[config.mk]
export PLATFORM = sky130hd
export DESIGN_NAME = memory_mapped_console_io
export DESIGN_NICKNAME = d
export VERILOG_FILES = /design/src/rtl/mmcio_pkg.sv /design/src/rtl/mmcio_ram.sv /design/src/rtl/memory_mapped_console_io.sv
export SDC_FILE = /design/constraint.sdc
export NUM_CORES = 1
export LEC_CHECK = 0
export BUFFER_PORTS_ARGS = -buffer_cell sky130_fd_sc_hd__buf_4
export CORE_MARGIN = 2
export CORE_UTILIZATION = 40
export DETAILED_ROUTE_END_ITERATION = 8
export PLACE_DENSITY = 0.6
export RECOVER_POWER = 50
export SYNTH_ARGS = -nofsm -noshare
export SYNTH_HDL_FRONTEND = slang
export SYNTH_SLANG_ARGS = --single-unit
[constraint.sdc]
create_clock -name clock -period 6.1 [get_ports clock]
set_input_delay 0.61 -clock clock [delete_from_list [all_inputs] [get_ports clock]]
set_output_delay 0.61 -clock clock [all_outputs]
set_load 0.005 [all_outputs]
[src/rtl/mmcio_pkg.sv]
// ----------------------------------------------------------------------------
// Console I/O page package
// Shared types and constants for the memory-mapped console I/O page: the
// address map, the bus function codes and the random generator constants.
// ----------------------------------------------------------------------------
`default_nettype none

package mmcio_pkg;

   typedef logic [7:0]  byte_type;
   typedef logic [47:0] seed_type;
   typedef logic [1:0]  func_type;

   // Bus function codes.
   localparam func_type FUNC_WRITE = 2'd0;
   localparam func_type FUNC_READ  = 2'd1;
   localparam func_type FUNC_KEY   = 2'd2;

   // Fixed addresses within the I/O page.
   localparam byte_type ADDR_VSYNC  = 8'd18;
   localparam byte_type ADDR_RANDOM = 8'd23;
   localparam byte_type ADDR_KEYS   = 8'd24;
   localparam byte_type ADDR_VIDEO  = 8'd40;

   // Video bytes come out of reset as spaces.
   localparam byte_type CHAR_SPACE = 8'h20;

   // Linear congruential step: seed = seed * LCG_MUL + LCG_ADD, modulo 2^48.
   localparam seed_type LCG_MUL   = 48'h0005_DEEC_E66D;
   localparam seed_type LCG_ADD   = 48'h0000_0000_000B;
   localparam int       MUL_STEPS = 35;
   localparam seed_type MASK48    = 48'hFFFF_FFFF_FFFF;

   // Range state after reset: maximum 255, divisor MASK48 / 256.
   localparam byte_type RESET_MAX     = 8'd255;
   localparam seed_type RESET_DIVISOR = 48'd1099511627775;

   // Quotient bits per restoring division.
   localparam int DIV_STEPS = 48;

endpackage : mmcio_pkg

`default_nettype wire

[src/rtl/mmcio_ram.sv]
// ----------------------------------------------------------------------------
// Generic single-port-write RAM
// One write port and one read port, read data registered.
// ----------------------------------------------------------------------------
`default_nettype none

module mmcio_ram #(
   parameter int WIDTH = 8,
   parameter int DEPTH = 40
) (
   input  wire logic                                    clock,
   input  wire logic                                    wr_en,
   input  wire logic [((DEPTH > 1) ? $clog2(DEPTH) : 1)-1:0] wr_addr,
   input  wire logic [WIDTH-1:0]                        wr_data,
   input  wire logic                                    rd_en,
   input  wire logic [((DEPTH > 1) ? $clog2(DEPTH) : 1)-1:0] rd_addr,
   output logic      [WIDTH-1:0]                        rd_data
);

   logic [WIDTH-1:0] mem_ff [DEPTH];

   // Write port.
   always_ff @(posedge clock) begin
      if (wr_en) begin
         mem_ff[wr_addr] <= wr_data;
      end
   end

   // Registered read port.
   always_ff @(posedge clock) begin
      if (rd_en) begin
         rd_data <= mem_ff[rd_addr];
      end
   end

endmodule : mmcio_ram

`default_nettype wire

[src/rtl/memory_mapped_console_io.sv]
// ----------------------------------------------------------------------------
// Memory-mapped console I/O page
// An 8-bit I/O page with console video bytes, a key queue, a vsync strobe and
// a 48-bit linear congruential random source with rejection sampling.
//
//   Channel   Ports                                     Transaction when
//   request   start, busy, req_func, req_addr, req_data start high, busy low
//   response  rsp_strobe, rsp_read_data, rsp_vsync_pulse rsp_strobe high
//   config    csr_valid, csr_ready, csr_data            csr_valid and csr_ready
//
// Plain writes, key events, key reads and unmapped accesses answer on the next
// cycle and the block stays ready, so these may follow each other every cycle.
// A video read passes through the S_MEMRD state (registered RAM read), then
// its response is registered. A random read runs per draw 35 multiply steps,
// one add, 48 divide steps and one range check on the one shared 50-bit adder.
// A nonzero write to the random address runs one 48-step divide on that adder.
// Reset is synchronous and needs no clearing pass; the receiver cannot stall.
// ----------------------------------------------------------------------------
`default_nettype none

module memory_mapped_console_io #(
   parameter int VIDEO_BYTES = 40,
   parameter int KEY_SLOTS   = 8
) (
   input  wire logic                  clock,
   input  wire logic                  reset,
   // Request channel.
   input  wire logic                  start,
   output logic                       busy,
   input  wire mmcio_pkg::func_type   req_func,
   input  wire mmcio_pkg::byte_type   req_addr,
   input  wire mmcio_pkg::byte_type   req_data,
   // Response channel.
   output logic                       rsp_strobe,
   output mmcio_pkg::byte_type        rsp_read_data,
   output logic                       rsp_vsync_pulse,
   // Configuration channel.
   input  wire logic                  csr_valid,
   output logic                       csr_ready,
   input  wire mmcio_pkg::seed_type   csr_data
);

   import mmcio_pkg::*;

   localparam int VID_AW = (VIDEO_BYTES > 1) ? $clog2(VIDEO_BYTES) : 1;
   localparam int KEY_AW = (KEY_SLOTS > 1) ? $clog2(KEY_SLOTS) : 1;
   localparam logic [8:0] VID_END = 9'(int'(ADDR_VIDEO) + VIDEO_BYTES);
   localparam logic [8:0] KEY_END = 9'(int'(ADDR_KEYS) + KEY_SLOTS);

   // Sequencer state codes.
   localparam logic [2:0] S_IDLE  = 3'd0;
   localparam logic [2:0] S_MUL   = 3'd1;
   localparam logic [2:0] S_INC   = 3'd2;
   localparam logic [2:0] S_DIV   = 3'd3;
   localparam logic [2:0] S_CHECK = 3'd4;
   localparam logic [2:0] S_MEMRD = 3'd5;

   logic [2:0]  state_ff, state_in;
   logic [5:0]  cnt_ff, cnt_in;
   seed_type    acc_ff, acc_in;
   seed_type    work_ff, work_in;
   logic        set_range_ff, set_range_in;
   seed_type    seed_main_ff, seed_main_in;
   seed_type    seed_spare_ff, seed_spare_in;
   byte_type    range_max_ff, range_max_in;
   seed_type    range_div_ff, range_div_in;
   byte_type    key_ff [KEY_SLOTS];
   byte_type    key_in [KEY_SLOTS];
   logic [VIDEO_BYTES-1:0] vvalid_ff, vvalid_in;
   logic        vhit_ff, vhit_in;
   logic        rsp_strobe_ff, rsp_strobe_in;
   byte_type    rsp_data_ff, rsp_data_in;
   logic        rsp_vsync_ff, rsp_vsync_in;

   logic        accept;
   logic        in_video;
   logic        in_keys;
   byte_type    voff;
   byte_type    koff;
   logic [VID_AW-1:0] vidx;
   logic [KEY_AW-1:0] kidx;
   logic        ram_wr_en;
   logic        ram_rd_en;
   byte_type    ram_rd_data;

   // Shared adder/subtractor.
   logic [49:0] op_a;
   logic [49:0] op_b;
   logic        op_sub;
   logic [49:0] sum;
   seed_type    div_operand;
   logic        qbit;
   seed_type    quo_next;
   logic        draw_ok;

   assign accept    = start && !busy;
   assign busy      = (state_ff != S_IDLE);
   assign csr_ready = (state_ff == S_IDLE);

   // Address decode.
   assign voff     = req_addr - ADDR_VIDEO;
   assign koff     = req_addr - ADDR_KEYS;
   assign vidx     = voff[VID_AW-1:0];
   assign kidx     = koff[KEY_AW-1:0];
   assign in_video = (req_addr >= ADDR_VIDEO) && ({1'b0, req_addr} < VID_END);
   assign in_keys  = (req_addr >= ADDR_KEYS) && ({1'b0, req_addr} < KEY_END);

   assign ram_wr_en = accept && (req_func == FUNC_WRITE) && in_video;
   assign ram_rd_en = accept && (req_func == FUNC_READ) && in_video;

   mmcio_ram #(
      .WIDTH (8),
      .DEPTH (VIDEO_BYTES)
   ) u_video_ram (
      .clock   (clock),
      .wr_en   (ram_wr_en),
      .wr_addr (vidx),
      .wr_data (req_data),
      .rd_en   (ram_rd_en),
      .rd_addr (vidx),
      .rd_data (ram_rd_data)
   );

   // The divisor is either the stored range divisor or range_max + 1.
   assign div_operand = set_range_ff ? {39'd0, {1'b0, range_max_ff} + 9'd1} : range_div_ff;

   // Operand selection for the shared adder.
   always_comb begin
      op_a   = '0;
      op_b   = '0;
      op_sub = 1'b0;
      case (state_ff)
         S_MUL: begin
            op_a = {2'b00, acc_ff[46:0], 1'b0};
            op_b = LCG_MUL[cnt_ff] ? {2'b00, seed_main_ff} : '0;
         end
         S_INC: begin
            op_a = {2'b00, acc_ff};
            op_b = {2'b00, LCG_ADD};
         end
         S_DIV: begin
            op_a   = {1'b0, acc_ff, work_ff[47]};
            op_b   = {2'b00, div_operand};
            op_sub = 1'b1;
         end
         default: begin
            op_a = '0;
         end
      endcase
   end

   assign sum      = op_a + (op_sub ? ~op_b : op_b) + {49'd0, op_sub};
   assign qbit     = !sum[49];
   assign quo_next = {work_ff[46:0], qbit};
   assign draw_ok  = (work_ff[47:8] == '0) && (work_ff[7:0] <= range_max_ff);

   // Sequencer and next-state logic.
   always_comb begin
      logic found;
      state_in      = state_ff;
      cnt_in        = cnt_ff;
      acc_in        = acc_ff;
      work_in       = work_ff;
      set_range_in  = set_range_ff;
      seed_main_in  = seed_main_ff;
      seed_spare_in = seed_spare_ff;
      range_max_in  = range_max_ff;
      range_div_in  = range_div_ff;
      key_in        = key_ff;
      vvalid_in     = vvalid_ff;
      vhit_in       = vhit_ff;
      rsp_strobe_in = 1'b0;
      rsp_data_in   = '0;
      rsp_vsync_in  = 1'b0;
      found         = 1'b0;

      case (state_ff)
         S_IDLE: begin
            if (accept) begin
               case (req_func)
                  FUNC_WRITE: begin
                     rsp_strobe_in = 1'b1;
                     if (in_video) begin
                        vvalid_in[vidx] = 1'b1;
                     end else if (req_addr == ADDR_KEYS) begin
                        // Shift the key queue out by one slot.
                        for (int i = 0; i + 1 < KEY_SLOTS; i++) begin
                           key_in[i] = key_ff[i+1];
                        end
                        key_in[KEY_SLOTS-1] = '0;
                     end else if (req_addr == ADDR_VSYNC) begin
                        rsp_vsync_in = 1'b1;
                     end else if (req_addr == ADDR_RANDOM) begin
                        if (req_data == '0) begin
                           seed_main_in  = seed_spare_ff;
                           seed_spare_in = seed_main_ff;
                        end else begin
                           // New range: divisor = MASK48 / (m + 1), respond when done.
                           rsp_strobe_in = 1'b0;
                           range_max_in  = req_data;
                           set_range_in  = 1'b1;
                           acc_in        = '0;
                           work_in       = MASK48;
                           cnt_in        = 6'(DIV_STEPS - 1);
                           state_in      = S_DIV;
                        end
                     end
                  end
                  FUNC_READ: begin
                     if (in_video) begin
                        vhit_in  = vvalid_ff[vidx];
                        state_in = S_MEMRD;
                     end else if (in_keys) begin
                        rsp_strobe_in = 1'b1;
                        rsp_data_in   = key_ff[kidx];
                     end else if (req_addr == ADDR_RANDOM) begin
                        set_range_in = 1'b0;
                        acc_in       = '0;
                        cnt_in       = 6'(MUL_STEPS - 1);
                        state_in     = S_MUL;
                     end else begin
                        rsp_strobe_in = 1'b1;
                     end
                  end
                  FUNC_KEY: begin
                     // Fill the first empty slot; drop the key when all are full.
                     rsp_strobe_in = 1'b1;
                     for (int i = 0; i < KEY_SLOTS; i++) begin
                        if (!found && (key_ff[i] == '0)) begin
                           key_in[i] = req_data;
                           found     = 1'b1;
                        end
                     end
                  end
                  default: begin
                     rsp_strobe_in = 1'b1;
                  end
               endcase
            end
            // A configuration write loads the main seed.
            if (csr_valid) begin
               seed_main_in = csr_data;
            end
         end
         S_MUL: begin
            // One shift-and-add step of seed * LCG_MUL, most significant bit first.
            acc_in = sum[47:0];
            if (cnt_ff == '0) begin
               state_in = S_INC;
            end else begin
               cnt_in = cnt_ff - 6'd1;
            end
         end
         S_INC: begin
            seed_main_in = sum[47:0];
            work_in      = sum[47:0];
            acc_in       = '0;
            cnt_in       = 6'(DIV_STEPS - 1);
            state_in     = S_DIV;
         end
         S_DIV: begin
            // One restoring division step: keep the difference when it does not borrow.
            acc_in  = qbit ? sum[47:0] : op_a[47:0];
            work_in = quo_next;
            if (cnt_ff == '0) begin
               if (set_range_ff) begin
                  range_div_in  = quo_next;
                  rsp_strobe_in = 1'b1;
                  state_in      = S_IDLE;
               end else begin
                  state_in = S_CHECK;
               end
            end else begin
               cnt_in = cnt_ff - 6'd1;
            end
         end
         S_CHECK: begin
            // Accept the draw when it is within range, otherwise draw again.
            if (draw_ok) begin
               rsp_strobe_in = 1'b1;
               rsp_data_in   = work_ff[7:0];
               state_in      = S_IDLE;
            end else begin
               acc_in   = '0;
               cnt_in   = 6'(MUL_STEPS - 1);
               state_in = S_MUL;
            end
         end
         S_MEMRD: begin
            // A video byte never written still reads as a space.
            rsp_strobe_in = 1'b1;
            rsp_data_in   = vhit_ff ? ram_rd_data : CHAR_SPACE;
            state_in      = S_IDLE;
         end
         default: begin
            state_in = S_IDLE;
         end
      endcase
   end

   // Control and architectural state.
   always_ff @(posedge clock) begin
      if (reset) begin
         state_ff      <= S_IDLE;
         cnt_ff        <= '0;
         set_range_ff  <= 1'b0;
         seed_main_ff  <= '0;
         seed_spare_ff <= '0;
         range_max_ff  <= RESET_MAX;
         range_div_ff  <= RESET_DIVISOR;
         vvalid_ff     <= '0;
         rsp_strobe_ff <= 1'b0;
         rsp_data_ff   <= '0;
         rsp_vsync_ff  <= 1'b0;
         for (int i = 0; i < KEY_SLOTS; i++) begin
            key_ff[i] <= '0;
         end
      end else begin
         state_ff      <= state_in;
         cnt_ff        <= cnt_in;
         set_range_ff  <= set_range_in;
         seed_main_ff  <= seed_main_in;
         seed_spare_ff <= seed_spare_in;
         range_max_ff  <= range_max_in;
         range_div_ff  <= range_div_in;
         vvalid_ff     <= vvalid_in;
         rsp_strobe_ff <= rsp_strobe_in;
         rsp_data_ff   <= rsp_data_in;
         rsp_vsync_ff  <= rsp_vsync_in;
         key_ff        <= key_in;
      end
   end

   // Datapath registers of the shared unit.
   always_ff @(posedge clock) begin
      acc_ff  <= acc_in;
      work_ff <= work_in;
      vhit_ff <= vhit_in;
   end

   assign rsp_strobe      = rsp_strobe_ff;
   assign rsp_read_data   = rsp_data_ff;
   assign rsp_vsync_pulse = rsp_vsync_ff;

endmodule : memory_mapped_console_io

`default_nettype wire

==> impl_metrics.json, run 1 <==
{
  "grt-busiest-layer": "met2",
  "finalMaxSlewViolations": 480,
  "wire_per_inst_um": 23.3,
  "worst_slew_pin_slew_ns": 3.21,
  "cts_root_buf": "clkbuf_16",
  "synthCells": 3252,
  "start_util_pct": 40.2,
  "grt_max_degree": 79,
  "cts.path.max_buffers": 3,
  "ctsResizeCount": 0,
  "final_cell_mix": "445 x nand2_1, 425 x edfxtp_1, 289 x a21oi_1",
  "post-route-period-util_pct": 90.1,
  "violations": "capacitance limit, slew limit",
  "cp-start-kind": "input pin",
  "ant_nets": 0,
  "rows": 105,
  "placed_area_um2": 34500,
  "hold_buffers": 0,
  "synth_warnings": 0,
  "ys_types": 78,
  "arrival_ns": 6.03,
  "syn_nets": 3385,
  "vias": 26200,
  "worstSetupEndpointType": "register",
  "nets": 3372,
  "clock-sinks": 702,
  "routed_wl_um": 102000,
  "synth_area_leaders": "edfxtp_1 39%, dfxtp_1 17%, nand2_1 5.1%, a21oi_1 4.4%, a22oi_1 3.3%",
  "n_antenna_cell": 0,
  "coreArea_um2": 81700,
  "hold_path.class": "in2reg",
  "ir_worst_vdd_mv": 0.191,
  "worstSetupPathType": "in2reg",
  "fin_area_um2": 37100,
  "antenna_found_initial": 2,
  "clkTransAtPathRegs_ns": 0.07,
  "syn_area_um2": 32800,
  "grt_pass1_wl_um": 155000,
  "drc_errors": 0,
  "die-width_um": 290,
  "finalPower_mw": 10.7,
  "clk_latency_ns": 0.66,
  "viasPerCell": 5.99,
  "htreeDepth": 3,
  "cts_buffers": 77,
  "synth_seq_area_share_pct": 55.8,
  "synth_top_area_cell": "edfxtp_1",
  "crit_fanout": 43,
  "cts_setup_buffers": 0,
  "grt-ovfl-total": 0,
  "syn2layout_area_growth_pct": 12.9,
  "crit_required_ns": 6.64,
  "pin_count": 82,
  "die_h_um": 290,
  "hold_viol_final": 0,
  "fin_tns_setup_ns": 0,
  "grt_usage_pct": 23.6,
  "power_leakage_nw": 12.6,
  "synth-edff-count": 425,
  "maxCapViolCount": 12,
  "async_reset_ff_share_pct": 0,
  "finalSetupViolCount": 0,
  "fmax_ghz": 0.182,
  "grtUsageMet3_pct": 3.79,
  "synth_top_area_share_pct": 38.9,
  "io_buffer_count": 81,
  "rsz0062_at_grt": "no",
  "dp_hpwl_um": 64800,
  "met1_usage_pct": 33.7,
  "gp_congestion": 0.895,
  "first_iter_violations": 2577,
  "n_fill_cell": 7660,
  "grt_pass1_vias": 24600,
  "first_pass_iters": 5,
  "drive_gt1_share_pct": 8.75,
  "synth-main-ff-cell": "edfxtp_1",
  "slew_headroom_pct": -114,
  "outcome": "finished, violations left",
  "ys_seq_elements": 702,
  "synth.avg_cell_area_um2": 10.1,
  "clock_skew_ns": 0.0578,
  "layout_commonest_cell": "nand2_1",
  "cts_tree": "done",
  "min_period_ns": 5.50,
  "p_per_area_nw_per_um2": 290,
  "dieArea_um2": 84400,
  "grt_use_met2_pct": 37.2
}
==> power breakdown <==
part	switching, mW	total, mW	internal, mW	leakage, nW
clock network	2.08	4.89	2.81	1.31
logic	0.491	0.710	0.219	5.30
registers	0.0554	5.13	5.08	5.97
total	2.63	10.7	8.10	12.6
==> logic make-up (layout without fill, tap and decap cells) <==
| logic type | after synthesis | after routing | synth area share [%] |
|---|---|---|---|
| DFF | 702 | 702 | 55.8 |
| and+or+nand+nor | 1078 | 1078 | 14.9 |
| xor gates and xnor gates | 49 | 49 | 1.31 |
| buffers and inverters | 279 | 331 | 3.22 |
| adders and majority gates | 64 | 64 | 2.45 |
| AOI/OAI and AO/OA | 1024 | 1024 | 20.6 |
| muxes | 56 | 56 | 1.72 |
==> Yosys cell counts (6+ instances only) <==
cell type and n:
xnor2_1 28, ha_1 62, and3_1 18, edfxtp_1 425
and2_1 17, nor4_1 48, a211oi_1 75, a311oi_1 6
nand2_1 448, clkbuf_1 201, a221oi_1 32, nor2_1 245
a211o_1 8, buf_1 31, o21ai_1 10, o21bai_1 10
xor2_1 21, a21oi_1 289, or3_1 12, a22oi_1 143
inv_1 40, a22o_1 73, o22ai_1 34, o211ai_1 44
a41o_1 7, mux2i_1 53, o21ai_0 144, nand4_1 56
nor3_1 45, o21a_1 45, nand2b_1 9, nand3_1 79
dfxtp_1 277, a31oi_1 22, nor2b_1 78, a21o_1 32
==> flip-flops by register name, summed over array words and instances (netlist names), named ones only <==
signal               count
key_ff                  64
cnt_ff                   6
range_div_ff            48
rsp_strobe               1
vvalid_ff               40
rsp_read_data            8
seed_main_ff            48
u_video_ram.mem_ff     320
u_video_ram.rd_data      8
acc_ff                  48
range_max_ff             8
seed_spare_ff           48
state_ff                 3
set_range_ff             1
work_ff                 48
vhit_ff                  1
rsp_vsync_pulse          1
==> area by class of cell <==
| class | instances | area (um2) | share of cell area (%) |
|---|---|---|---|
| Clock inverter | 43 | 480 | 1.30 |
| Tap cell | 1070 | 1340 | 3.61 |
| Sequential cell | 702 | 18300 | 49.4 |
| Inverter | 45 | 171 | 0.463 |
| Multi-Input combinational cell | 2271 | 13600 | 36.6 |
| Clock buffer | 101 | 2200 | 5.94 |
| Timing Repair Buffer | 142 | 995 | 2.68 |
==> worst max-delay path, stage by stage <==
cell and delay [ns]:
clkbuf_1 1.41, nor4_1 0.51, a2111oi_4 0.61, o31ai_2 0.15, or3_1 0.48, nor2_1 0.52, nor2_1 0.14, nor3_1 0.32
inv_2 0.05, ha_1 0.21, or4_1 0.51, o31ai_1 0.08, nor3_1 0.09, o31ai_2 0.26
==> final timing paths <==
check | slack, ns | cells past startpoint | end | startpoint
worst max-delay path | 0.60 | 14 | register | req_data[6]
worst min-delay path | 0.35 | 4 | rsp_vsync_pulse | req_addr[6]
worst max register to register | 0.71 | 20 | acc_ff[36] | state_ff[1]
worst min register to register | 0.44 | 2 | seed_spare_ff[33] | seed_main_ff[33]
==> metal layers <==
metal  part of all wire, %  wire, um  vias up
met3                   7.7      7880      143
li1                      -         -    12200
met2                    45     46100     1084
met4                   2.2      2210        4
met1                    45     45900    12800
met5                 0.023        23        -
==> per-stage QoR <==
stage | hold WS [ns] | worst slack, ns | cells | util, %
5_1_grt | 0.350 | 0.199 | 4374 | 45.3
3_5_place_dp | 0.440 | 0.877 | 4230 | 42.2
2_1_floorplan | 0.427 | 0.486 | 3252 | -
6_report | 0.347 | 0.605 | 4374 | 45.3
4_1_cts | 0.336 | 0.809 | 4374 | 45.5
3_3_place_gp | 0.434 | 0.893 | 4230 | 42.2
No activity file was read; power rests on OpenSTA's default activity.
==> run 2, diff against run 1 <==
Settings changed: SYNTH_HIERARCHICAL set to 1.
==> impl_metrics.json, run 2 <==
{
  "synth.most_common_cell": "edfxtp_1",
  "crit_fanout": 43,
  "cts_buffers": 78,
  "synth_top_area_share_pct": 37.3,
  "grt_max_degree": 102,
  "cp_top_family": "simple AND/OR/NAND/NOR gates",
  "synth_area_leaders": "edfxtp_1 37%, dfxtp_1 16%, mux2i_1 6.0%, a21oi_1 5.5%, nand2_1 4.2%",
  "gp_congestion": 0.945,
  "place_worst_setup_slack_ns": 0.776,
  "n_fill_cell": 7978,
  "fmax_ghz": 0.178,
  "clkTransAtPathRegs_ns": 0.06,
  "finalSetupViolCount": 0,
  "hold_buffers": 0,
  "fin_tns_setup_ns": 0,
  "routed_wl_um": 97700,
  "path_buf_inv": 2,
  "ir_worst_vdd_mv": 0.252,
  "ant_nets": 0,
  "grt_pass1_wl_um": 149000,
  "synth_warnings": 6,
  "p_per_area_nw_per_um2": 394,
  "n_antenna_cell": 0,
  "violations": "capacitance limit, slew limit",
  "cp-start-kind": "input pin",
  "io_buffer_count": 81,
  "synth_common_cells": "425 x edfxtp_1, 383 x nand2_1, 374 x a21oi_1, 310 x nor2_1, 277 x dfxtp_1",
  "dieArea_um2": 87900,
  "ys_seq_elements": 702,
  "final_cell_mix": "425 x edfxtp_1, 383 x nand2_1, 375 x a21oi_1",
  "syn_area_um2": 34200,
  "synth.avg_cell_area_um2": 10.4,
  "critPathMaxStageDelay_ns": 1.75,
  "cp_cell_sequence": "clkbuf_1, nor4_1, nand2_1, and3_1, a21oi_1, nor2_2, buf_4",
  "dp.cells": 4328,
  "rsz0062_at_grt": "no",
  "clock-sinks": 702,
  "layout_commonest_cell": "edfxtp_1",
  "grt-ovfl-total": 0,
  "vias": 25700,
  "worstSetupEndpointType": "register",
  "placed_area_um2": 35800,
  "slew_headroom_pct": -140,
  "post-route-util_pct": 45.0,
  "coreArea_um2": 85000,
  "wire_per_inst_um": 21.8,
  "drc_errors": 0,
  "hold_path.class": "in2reg",
  "largest-register": "u_video_ram/mem_ff",
  "cts_root_buf": "clkbuf_16",
  "worst_slew_pin_slew_ns": 3.61,
  "hold_viol_final": 0,
  "reg_top3": "u_video_ram/mem_ff: 320 flops, key_ff: 64 flops",
  "finalMaxSlewViolations": 512,
  "synth_top_area_cell": "edfxtp_1",
  "grt_pass1_vias": 24400,
  "fin_hold_ws_ns": 0.409,
  "start_util_pct": 40.2,
  "drive_gt1_share_pct": 9.94,
  "syn_nets": 3415,
  "worstSetupPathType": "in2reg",
  "crit_required_ns": 6.43,
  "finalPower_mw": 15.1,
  "synth_seq_area_share_pct": 53.5,
  "antenna_found_initial": 1,
  "power_leakage_nw": 13.5,
  "min_period_ns": 5.61,
  "dp_hpwl_um": 63800,
  "outcome": "finished, violations left",
  "htreeDepth": 3,
  "largest_reg_flops": 320,
  "nets": 3398,
  "fin_area_um2": 38300,
  "cp_slowest_cell": "clkbuf_1",
  "post-route-period-util_pct": 91.9,
  "ys_types": 92,
  "async_reset_ff_share_pct": 0,
  "first_pass_iters": 7,
  "cts_setup_buffers": 0,
  "pin_count": 82,
  "maxCapViolCount": 13,
  "cts_tree": "done",
  "clock_skew_ns": 0.0520,
  "synth-edff-count": 425,
  "die_h_um": 296,
  "die-width_um": 296,
  "clk_latency_ns": 0.65,
  "ctsResizeCount": 0,
  "synthCells": 3281,
  "fin_cells": 4474,
  "grt_usage_pct": 21.9,
  "synth-main-ff-cell": "edfxtp_1",
  "viasPerCell": 5.75,
  "rows": 107,
  "cts.path.max_buffers": 3,
  "layout_setup_ws_ns": 0.493,
  "syn2layout_area_growth_pct": 11.9,
  "arrival_ns": 5.93,
  "first_iter_violations": 2225
}
[run 2: cell types whose count changed in the layout (fill, tap and decap cells not counted), sizes merged, moves of 29 or more]
cell and delta:
a211oi +38, o21ai -72, nor2 +64, mux4 +29, o21a -33, a31oi +36, a21oi +87, nand4 -41
a22oi -104, mux2i +152, nand2 -64
[run 2: cell type report]
cell class | count | area, um2 | area share (%)
Tap cell | 1144 | 1430 | 3.74
Clock buffer | 111 | 2230 | 5.82
Inverter | 41 | 154 | 0.402
Timing Repair Buffer | 142 | 1050 | 2.74
Multi-Input combinational cell | 2299 | 14700 | 38.3
Sequential cell | 702 | 18300 | 47.8
Clock inverter | 35 | 439 | 1.15
[run 2: path summary, 6_finish.rpt]
path	cells after the start	slack (ns)	from	to
worst max register to register	22	0.63	state_ff[2]	acc_ff[30]
worst min register to register	2	0.44	seed_spare_ff[8]	seed_spare_ff[8]
worst max-delay path	7	0.49	req_data[6]	work_ff[7]
worst min-delay path	5	0.41	csr_data[6]	seed_main_ff[6]
[run 2: report_power, final]
part	total [mW]	switching [mW]	leakage [nW]	internal [mW]
clock	4.82	2.02	1.29	2.79
sequential	6.01	0.374	6.09	5.63
combinational	4.28	2.86	6.13	1.41
total	15.1	5.26	13.5	9.84
[run 2: metal layers]
layer	share of wire, %	GRT usage, %
met3	6.2	3.41
met2	45	34.6
met4	2.6	6.26
met1	46	31.1
met5	0.011	0
[run 2: cells by family after synthesis]
family	count (synthesis)	synth area share (%)
simple gates	1032	13.6
flops	702	53.5
mux	246	8.30
compound gates	903	17.3
buf+inv	280	3.57
fa+ha+maj	65	2.39
xor+xnor	53	1.36
[run 2: worst reg2reg max path: stages (launching register included)]
cell	delay (ns)
dfxtp_1	0.39
clkbuf_1	0.51
nor2_1	0.30
nand2_1	0.24
a32oi_1	0.10
ha_1	0.38
nand2_1	0.10
nor4_1	0.23
a21oi_1	0.10
clkbuf_1	0.16
nor4_1	0.61
o21ai_1	0.19
nand2_1	0.14
a211oi_1	0.10
o21ai_0	0.20
nor4_1	0.07
a21oi_1	0.12
ha_1	0.21
and2_2	0.52
buf_12	0.26
nor2_1	0.07
a21oi_1	0.12
nor2_1	0.05
